--- src/hdl/hta_pkg.sv ---
`timescale 1ns / 1ps
// ---------------------------------------------------------------------------
// Handle table allocator package
// Shared codes, sequencer states and the find-free result record.
// ---------------------------------------------------------------------------
package hta_pkg;

   localparam int WORD_BITS = 32;
   localparam int BIT_W     = 5;

   typedef enum logic [1:0] {
      OP_ALLOC  = 2'd0,
      OP_LOOKUP = 2'd1,
      OP_CLOSE  = 2'd2
   } op_type;

   typedef enum logic [1:0] {
      ST_OK         = 2'd0,
      ST_BAD_PARAM  = 2'd1,
      ST_FULL       = 2'd2,
      ST_BAD_HANDLE = 2'd3
   } status_type;

   typedef enum logic [1:0] {
      S_CLEAR,
      S_IDLE,
      S_SCAN,
      S_LOOK
   } state_type;

   typedef struct packed {
      logic             found;
      logic [BIT_W-1:0] bit_idx;
   } free_hit_type;

endpackage

--- src/hdl/hta_find_free.sv ---
`timescale 1ns / 1ps
// ---------------------------------------------------------------------------
// Find-free unit
// Lowest clear bit of one used-bit word; bits past the table count as used.
// ---------------------------------------------------------------------------
module hta_find_free #(
   parameter int ENTRIES = 1024
) (
   input  logic [31:0]          word,
   input  logic                 last,
   output hta_pkg::free_hit_type hit
);
   import hta_pkg::*;

   localparam int WORDS     = (ENTRIES + WORD_BITS - 1) / WORD_BITS;
   localparam int LAST_BITS = ENTRIES - (WORDS - 1) * WORD_BITS;
   localparam logic [31:0] LAST_MASK = 32'((64'd1 << LAST_BITS) - 64'd1);

   logic [31:0] free_bits;
   logic [31:0] low_bit;
   logic [4:0]  enc;

   assign free_bits = ~word & (last ? LAST_MASK : 32'hFFFF_FFFF);
   assign low_bit   = free_bits & (~free_bits + 32'd1);

   // low_bit is one-hot or zero: OR the positions together
   always_comb begin
      enc = '0;
      for (int b = 0; b < WORD_BITS; b++) begin
         if (low_bit[b]) begin
            enc = enc | 5'(b);
         end
      end
   end

   assign hit.found   = |free_bits;
   assign hit.bit_idx = enc;

endmodule

--- config.mk ---
export PLATFORM = sky130hd
export DESIGN_NAME = hta_find_free
export DESIGN_NICKNAME = d
export VERILOG_FILES = /design/src/hdl/hta_pkg.sv /design/src/hdl/hta_find_free.sv
export SDC_FILE = /design/constraint.sdc
export NUM_CORES = 1
export LEC_CHECK = 0
export BUFFER_PORTS_ARGS = -buffer_cell sky130_fd_sc_hd__buf_4
export CORE_AREA = 2 2 39 41
export DETAILED_ROUTE_END_ITERATION = 10
export DIE_AREA = 0 0 41 43
export GPL_ROUTABILITY_DRIVEN = 0
export PLACE_DENSITY = 0.78
export SLEW_MARGIN = 20
export SYNTH_ARGS = -nofsm -noshare
export SYNTH_HDL_FRONTEND = slang
export SYNTH_SLANG_ARGS = --single-unit
--- constraint.sdc ---
create_clock -name vclk -period 3.8
set_input_delay 0.76 -clock vclk [all_inputs]
set_output_delay 0.76 -clock vclk [all_outputs]
set_load 0.01 [all_outputs]
# After elaboration in Yosys (flattened, before gate mapping)
# Index checks and enable logic that the tools add are counted.
# W data, S select, Z words.
# totals
regBits	0
input_bits	33
output_inout_bits	6
elab_cells	36
# op_classes
addsub	1
mux	31
bitwise_logic	3
n_reduce_logical	1
# ops
operator	count
$mux W5	16
$not A32 Y32	2
$add A32 B1 Y32 const B	1
$and A32 B32 Y32	1
$mux W4	8
$reduce_or A32 Y1	1
$mux W3	4
$mux W2	2
$mux W1	1

# Depth between registers and ports, before layout
# Gate-level depths: netlist of run 1.
# depth
word_depth	35
ltp_mapped	5
depth_no_buf	5

# Least setup slack after synthesis of run 1
# OpenSTA, ideal clock, no wires.
# synth_timing
path_type	input -> output
start	input word[17]
end	output hit[3] in the netlist's numbering
t_arrival_ns	1.929
required_ns	3.040
slack_ns	1.111
stages	5
path_buffers	0
cell_sequence	and3_1 nand3_1 nor4b_2 a21boi_0 o32ai_1
# synth_rtl
element	line_no	source
start, declared	hta_find_free.sv:9	input logic [31:0] word,
end, declared	hta_find_free.sv:11	output hta_pkg::free_hit_type hit

==> reports/metrics.json, run 1 <==
{
  "setup_path": {
    "cp_num_cells": 7,
    "worstPathMaxFanout": 5,
    "slowest_delay_ns": 0.40,
    "nature_of_the_critical_path_endpoint": "primary output",
    "cp.arrival_ns": 2.31,
    "worstPathRequired_ns": 3.04,
    "slowest_stage": "nor4b_2",
    "crit_family": "simple AND/OR/NAND/NOR gates",
    "timing.critical_path.buf_inv": 2,
    "crit_start_category": "primary input",
    "timing.critical_path.mode_cell": "buf_4",
    "crit_path_cell_trace": "buf_4 -> and3_1 -> nand3_1 -> nor4b_2 -> a21boi_0 -> o32ai_1 -> buf_4",
    "critPathKind": "primary input to primary output"
  },
  "global_route": {
    "first_global_vias": 693,
    "globalRouteMet3Util_pct": 0.5236,
    "grt_antenna_before_repair": 0,
    "grtUsageMet1_pct": 26.90,
    "grt_usage_pct": 20.18,
    "grt.met2_usage_pct": 35.00,
    "grt_pass1_wl_um": 2691,
    "grt_overflow": 0,
    "grt_max_degree": 9,
    "global_route.peak_usage_layer": "met2"
  },
  "cells_and_area": {
    "diodes": 0,
    "n_sequential_cell": 0,
    "layout.filler_cells": 145,
    "finish.utilization_pct": 59.40,
    "sequential_cell_area_sq_um": 0,
    "multi_input_comb_area_sq_um": 498.0,
    "design_area_sq_um": 822.0,
    "num-nets-final": 154,
    "area_delta_synth_final_pct": 59.08,
    "clockBufferCount": 0,
    "layout-drive-gt1-share_pct": 37.82
  },
  "timing": {
    "max_slew_margin_pct": 77.77,
    "worstMarginPinSlew_ns": 0.3326,
    "fmax_mhz": 325.5,
    "maxSlewViolCount": 0,
    "post-route-period-util_pct": 80.84,
    "totalNegativeSetupSlack_ns": 0,
    "fin_crit_ns": 3.072,
    "timing_hold_violations_final": 0,
    "rsz_0062_raised_after_global_routing": "false",
    "hold_ws_ns": 1.890,
    "setup_viol": 0
  },
  "floorplanning": {
    "die_h_um": 43,
    "floorplan.rows": 14,
    "design.die.area_sq_mm": 0.001763,
    "core_area_sq_mm": 0.001384,
    "io_pins": 39,
    "floorplan.initialDensity_pct": 37.34,
    "die_w_um": 41
  },
  "power": {
    "p_leak_nw": 0.3820,
    "p_total_w": 0.00006399,
    "p_per_area_mw_per_mm2": 77.85,
    "ir_worst_vdd_mv": 0.03177
  },
  "detailed_routing": {
    "drt_first_iter_violations": 14,
    "via_per_inst": 5.778,
    "num_vias": 780,
    "wl_per_cell_um": 12.64,
    "antenna_left": 0,
    "route.final.wire_length_um": 1707,
    "drt-pass1-iter-count": 4,
    "drc_errors": 0
  },
  "synth": {
    "synth_top_cells_by_count": "11 x nand2_1, 9 x nand3_1, 7 x o21ai_0",
    "synth_area_per_cell_sq_um": 6.380,
    "synth.net_count": 114,
    "yosys.cell_types.count": 35,
    "synth_largest_type_area_fraction_pct": 8.717,
    "post_synth_main_area_contributors": "nand3_1 8.7%, nand2_1 8.0%, o21ai_0 6.8%",
    "post-synth-top-count-cell": "nand2_1",
    "netlist_instances": 81,
    "dominant_cell_type_by_area_after_synthesis": "nand3_1",
    "synth_area_sq_um": 516.7,
    "synth_seq_area_share_pct": 0,
    "ys_warn_count": 0
  },
  "worst_hold_path": {
    "worstHoldPathType": "primary input to primary output",
    "timing.hold.worst_path_depth": 4
  },
  "clock_network": {
    "holdBufCountCts": 0,
    "post-cts-setup-buffers": 0,
    "cts_resized": 0
  },
  "run_status": {
    "run_status": "complete, no violations"
  },
  "placed_design": {
    "dpl-instance-area_sq_um": 822.0,
    "hpwl_um": 1490,
    "port_buffers": 38
  },
  "run": {
    "maximum_capacitance_violations": 0
  }
}
final timing paths:
check,from,end,slack (ns)
max,word[17],hit[3],0.73
min,word[31],hit[5],1.89
area by class of cell:
cell class                 count  area share (%)
tap                           16           2.435
timing repair buffer          38           34.70
multi-input combinational     76           60.58
inverter                       5           2.283
stage by stage:
step,instances,setup slack (ns)
after floorplan,81,1.111
after global placement,135,0.7540
after detailed placement,135,0.7749
after CTS,135,0.7564
after global routing,135,0.6392
final,135,0.7281
layer usage:
metal / routed length, um / up-vias
met2: 835 / 28
met3: 96 / 2
met5: 0 / -
met4: 15 / 0
li1: - / 401
met1: 758 / 349
cells in the final DEF (no fill, tap or decap):
master	synthesis	final
buf_4	0	38
nand2_1	11	11
nand3_1	9	9
o21ai_0	7	7
nor2_1	5	5
inv_1	5	5
nand4_1	4	4
a21oi_1	4	4
and2_1	2	2
a21boi_0	2	2
and4b_1	2	2
and4_1	2	2
o211ai_1	2	2
a311oi_1	2	2
nand3b_1	2	2
a211o_1	2	2
nand4_2	1	1
and3_1	1	1
nor2b_1	1	1
o21ai_1	1	1
nor4b_2	1	1
nor3_2	1	1
nor2_2	1	1
and4_4	1	1
nand2b_4	1	1
o21a_1	1	1
o32ai_1	1	1
a311o_1	1	1
o311a_1	1	1
or2b_1	1	1
nand2b_1	1	1
a22o_1	1	1
a41oi_1	1	1
a21o_1	1	1
o211a_1	1	1
or4_4	1	1
power breakdown:
group / total (W) / internal [W] / leakage (nW) / switching (W)
logic: 0.0000640 / 0.0000349 / 0.382 / 0.0000291
clock network: 0 / 0 / 0 / 0
registers: 0 / 0 / 0 / 0
cell families after synthesis:
kind of cell | Yosys count | synth area share [%]
AO/OA/AOI/OAI | 28 | 38.01
buffers and inverters | 5 | 3.632
AND/OR/NAND/NOR | 48 | 58.35
(Power assumes the default switching activity.)
==> run 2, diff against run 1 <==
Settings changed: ABC_AREA from default to 1, CORE_AREA 2 2 39 41 to 2 2 44 46, DIE_AREA 0 0 41 43 to 0 0 46 48, PLACE_DENSITY 0.78 to 0.81.
Clock period 3.8 ns to 3 ns, I/O delays scaled along.
==> reports/metrics.json, run 2 <==
{
  "setup_path": {
    "worstPathMaxFanout": 4,
    "crit_start_category": "primary input",
    "cp.arrival_ns": 1.85,
    "critPathKind": "primary input to primary output",
    "worst_setup_path_endpoint": "hit[2]",
    "nature_of_the_critical_path_endpoint": "primary output",
    "worstPathRequired_ns": 2.40,
    "timing.critical_path.from": "word[2]"
  },
  "power": {
    "power.share.clock_pct": 0,
    "internal_power_w": 0.00004320,
    "switching_share_pct": 50.53,
    "p_leak_nw": 0.6641,
    "power.switching_w": 0.00004413,
    "power.combinational.fraction_pct": 100.0,
    "ir_worst_vdd_mv": 0.04025,
    "p_per_area_mw_per_mm2": 78.16,
    "share_seq_of_total_power_pct": 0
  },
  "run": {
    "maximum_capacitance_violations": 0
  },
  "floorplanning": {
    "die_h_um": 48,
    "core_area_sq_mm": 0.001689,
    "design.die.area_sq_mm": 0.002208,
    "floorplan.initialDensity_pct": 48.00,
    "io_pins": 39,
    "floorplan.rows": 15,
    "die_w_um": 46
  },
  "detailed_routing": {
    "num_vias": 1147,
    "drt-pass1-iter-count": 4,
    "drc_errors": 0,
    "via_per_inst": 4.923,
    "wl_per_cell_um": 10.51,
    "route.final.wire_length_um": 2448,
    "antenna_left": 0,
    "drt_first_iter_violations": 26
  },
  "cells_and_area": {
    "diodes": 0,
    "area_delta_synth_final_pct": 37.81,
    "layout_common_cells": "56 x nand2_1, 39 x nor2_1, 38 x buf_4, 25 x inv_1, 23 x nand3_1",
    "layout-drive-gt1-share_pct": 24.54,
    "num-nets-final": 251,
    "final_cell_count_no_fill": 233,
    "design_area_sq_mm": 0.001117,
    "mostFrequentLayoutCell": "nand2_1",
    "n_sequential_cell": 0,
    "sequential_cell_area_sq_um": 0,
    "clockBufferCount": 0
  },
  "placed_design": {
    "place_inst": 233,
    "dpl-instance-area_sq_mm": 0.001117,
    "hpwl_um": 2211,
    "port_buffers": 38
  },
  "timing": {
    "setup_viol": 0,
    "maxSlewViolCount": 0,
    "max_slew_margin_pct": 77.26,
    "hold_ws_ns": 1.590,
    "fin_crit_ns": 2.446,
    "totalNegativeSetupSlack_ns": 0,
    "post-route-period-util_pct": 81.53,
    "worstMarginPinSlew_ns": 0.3385,
    "fmax_mhz": 408.9,
    "timing_hold_violations_final": 0,
    "rsz_0062_raised_after_global_routing": "false"
  },
  "global_route": {
    "grt_max_degree": 6,
    "grt_usage_pct": 23.40,
    "grt_overflow": 0,
    "grt_pass1_wl_um": 3960,
    "first_global_vias": 983,
    "grt_antenna_before_repair": 0
  },
  "synth": {
    "synth_area_sq_um": 810.8,
    "synth_top_cells_by_count": "56 x nand2_1, 39 x nor2_1, 25 x inv_1",
    "synth.net_count": 211,
    "post-synth-top-count-cell": "nand2_1",
    "dominant_cell_type_by_area_after_synthesis": "nand2_1",
    "yosys.cell_types.count": 14,
    "post_synth_main_area_contributors": "nand2_1 26%, nor2_1 18%, nand3_1 14%",
    "netlist_instances": 178,
    "ys_warn_count": 0,
    "synth_largest_type_area_fraction_pct": 25.93,
    "synth_area_per_cell_sq_um": 4.555,
    "synth_seq_area_share_pct": 0
  },
  "clock_network": {
    "post-cts-setup-buffers": 0,
    "holdBufCountCts": 0,
    "cts_resized": 0
  },
  "run_status": {
    "run_status": "complete, no violations"
  },
  "worst_hold_path": {
    "worstHoldPathType": "primary input to primary output"
  }
}
## run 2: cell count changes after synthesis, moves of 4 or more
cell      change
nand2_1      +45
nor2_1       +34
inv_1        +20
nand3_1      +14
nor2_2        +5
nor3_1        +5
a21oi_1       -4
nand3_2       +4
nand3b_1      +4
## run 2: how the worst min path moves through the flow
stage                  start      to  cells after the start
floorplan           word[30]  hit[5]                      3
global placement    word[31]  hit[5]                      5
detailed placement  word[31]  hit[5]                      5
CTS                 word[31]  hit[5]                      5
global route        word[31]  hit[5]                      5
finish              word[31]  hit[5]                      5
## run 2: cell families (layout without fill, tap and decap cells)
| kind of cell | after synthesis | after routing | synth area share [%] |
|---|---|---|---|
| and+or+nand+nor | 149 | 149 | 85.96 |
| buffers and inverters | 25 | 63 | 11.57 |
| AOI/OAI and AO/OA | 4 | 4 | 2.469 |
## run 2: critical path, stage by stage
cell and delay [ns]:
buf_4 0.09, nand2_1 0.11, nor2_2 0.19, nand2_1 0.08, nor2_1 0.21, nand4_1 0.20, nand3_1 0.13, nor2_1 0.06
nand3_1 0.06, buf_4 0.12
## run 2: cell type report
cell class,instances,area [sq um]
Fill cell,175,571.8
Inverter,25,93.84
Multi-Input combinational cell,153,716.9
Tap cell,17,21.27
Timing Repair Buffer,38,285.3
## run 2: metal layers
| metal | GRT usage, % | vias to the layer above | share of wire (%) |
|---|---|---|---|
| met3 | 0 | 0 | 3.9 |
| met2 | 43.33 | 32 | 48 |
| li1 | - | 639 | - |
| met4 | 0 | 0 | 0 |
| met1 | 32.31 | 476 | 48 |
| met5 | 0 | - | 0 |
## run 2: through the flow
step,power [W],worst slack [ns],utilization (%)
after floorplan,0.00003412,0.9602,-
after global placement,0.00008477,0.6072,66.15
after detailed placement,0.00008693,0.5777,66.15
after CTS,0.00008724,0.5785,66.15
after global routing,0.00009715,0.4388,66.15
final,0.00008733,0.5542,66.15
## run 2: power groups by stage
stage	sequential (W)	clock (W)	combinational, W
after global routing	0	0	0.0000971
after global placement	0	0	0.0000848
after CTS	0	0	0.0000872
after detailed placement	0	0	0.0000869
final	0	0	0.0000873
after floorplan	0	0	0.0000341
==> run 3, diff against run 2 <==
Clock period 3 ns to 2.3 ns, I/O delays scaled along.
==> reports/metrics.json, run 3 (same netlist as run 2, synthesis figures left out) <==
{
  "run_status": {
    "run_status": "complete, no violations"
  },
  "worst_hold_path": {
    "worstHoldPathType": "primary input to primary output"
  },
  "timing": {
    "max_slew_margin_pct": 78.46,
    "maxSlewViolCount": 0,
    "setup_viol": 0,
    "rsz_0062_raised_after_global_routing": "false",
    "fmax_mhz": 468.4,
    "post-route-period-util_pct": 92.82,
    "post-route-worst-setup-slack_ns": 0.1652,
    "fin_crit_ns": 2.135,
    "timing_hold_violations_final": 0,
    "totalNegativeSetupSlack_ns": 0,
    "worstMarginPinSlew_ns": 0.3206
  },
  "detailed_routing": {
    "drt-pass1-iter-count": 4,
    "route.final.wire_length_um": 2471,
    "wl_per_cell_um": 10.56,
    "drc_errors": 0,
    "num_vias": 1207,
    "antenna_left": 0,
    "drt_first_iter_violations": 30,
    "via_per_inst": 5.158
  },
  "cells_and_area": {
    "num-nets-final": 252,
    "multi_input_comb_area_sq_um": 719.4,
    "area_delta_synth_final_pct": 39.04,
    "n_sequential_cell": 0,
    "layout-drive-gt1-share_pct": 25.35,
    "mostFrequentLayoutCell": "nand2_1",
    "layout.filler_cells": 168,
    "sequential_cell_area_sq_um": 0,
    "diodes": 0,
    "clockBufferCount": 0,
    "layout_common_cells": "56 x nand2_1, 39 x buf_4, 38 x nor2_1, 25 x inv_1, 23 x nand3_1",
    "final_cell_count_no_fill": 234
  },
  "floorplanning": {
    "floorplan.rows": 15,
    "die_w_um": 46,
    "design.die.area_sq_mm": 0.002208,
    "core_area_sq_mm": 0.001689,
    "die_h_um": 48,
    "io_pins": 39,
    "floorplan.initialDensity_pct": 48.00
  },
  "power": {
    "power.combinational.fraction_pct": 100.0,
    "ir_worst_vdd_mv": 0.05598,
    "internal_power_w": 0.00005685,
    "p_per_area_mw_per_mm2": 101.2,
    "power.switching_w": 0.00005721,
    "switching_share_pct": 50.16,
    "p_leak_nw": 0.6694,
    "power.share.clock_pct": 0,
    "share_seq_of_total_power_pct": 0
  },
  "setup_path": {
    "timing.critical_path.buf_inv": 2,
    "crit_start_category": "primary input",
    "worstPathMaxFanout": 3,
    "worstPathRequired_ns": 1.84,
    "timing.critical_path.mode_cell": "nand3_1",
    "slowest_stage": "nor2_1",
    "slowest_delay_ns": 0.23,
    "nature_of_the_critical_path_endpoint": "primary output",
    "crit_family": "simple AND/OR/NAND/NOR gates",
    "cp.arrival_ns": 1.67,
    "critPathKind": "primary input to primary output",
    "crit_path_cell_trace": "buf_4 -> nand2_1 -> nor2_1 -> nand3_1 -> nor2_2 -> nand3_1 -> nand2_1 -> nor2_1 -> nand3_1 -> buf_4"
  },
  "global_route": {
    "first_global_vias": 1031,
    "grt_overflow": 0,
    "grt_usage_pct": 23.55,
    "grt_pass1_wl_um": 3967,
    "grt_max_degree": 6,
    "grt_antenna_before_repair": 0
  },
  "placed_design": {
    "hpwl_um": 2246,
    "place_inst": 234,
    "port_buffers": 38,
    "placement.setup.worst_slack_ns": 0.1780
  },
  "run": {
    "maximum_capacitance_violations": 0
  }
}
## run 3: cell types whose count changed in the layout (fill, tap and decap cells not counted)
cell | before | now
nor2_1 | 39 | 38
nor2_2 | 6 | 7
buf_4 | 38 | 39
## run 3: cell type report
class                           instances  share of cell area [%]
Timing Repair Buffer                   39                   25.97
Multi-Input combinational cell        153                   63.82
Inverter                               25                   8.324
Tap cell                               17                   1.887
## run 3: worst min-delay path, stage by stage
cell,delay [ns]
buf_4,0.11
nand3_1,0.07
nor2_1,0.04
nand3_1,0.07
buf_4,0.11
## run 3: repair_timing
action,4_1_cts,5_1_grt
hold buffers,0,0
endpoints found under the setup margin,0,1
resized for setup,0,1
buffers inserted,0,0
## run 3: routing by layer
| metal | vias up | part of all wire [%] | global-route usage [%] |
|---|---|---|---|
| li1 | 646 | - | - |
| met1 | 516 | 44 | 30.55 |
| met2 | 41 | 49 | 42.78 |
| met3 | 4 | 5.8 | 1.509 |
| met4 | 0 | 1.1 | 4.571 |
| met5 | - | 0 | 0 |
## run 3: path summary, 6_finish.rpt
| kind | from | to | cells after the start | slack, ns |
|---|---|---|---|---|
| min | word[31] | hit[5] | 5 | 1.31 |
| max | word[4] | hit[3] | 10 | 0.17 |
## run 3: power groups by stage
stage / clock [W] / combinational [W] / sequential, W
finish: 0 / 0.000114 / 0
global route: 0 / 0.000127 / 0
CTS: 0 / 0.000114 / 0
detailed placement: 0 / 0.000114 / 0
global placement: 0 / 0.000111 / 0
floorplan: 0 / 0.0000445 / 0
## run 3: metrics by stage
| step | hold slack (ns) | instance area [sq um] | power [W] | utilization [%] |
|---|---|---|---|---|
| 6_report | 1.314 | 1127 | 0.0001141 | 66.74 |
| 5_1_grt | 1.346 | 1127 | 0.0001273 | 66.74 |
| 2_1_floorplan | 1.120 | 810.8 | 0.00004450 | - |
| 4_1_cts | 1.318 | 1125 | 0.0001140 | 66.59 |
| 3_5_place_dp | 1.317 | 1125 | 0.0001136 | 66.59 |
| 3_3_place_gp | 1.313 | 1125 | 0.0001112 | 66.59 |
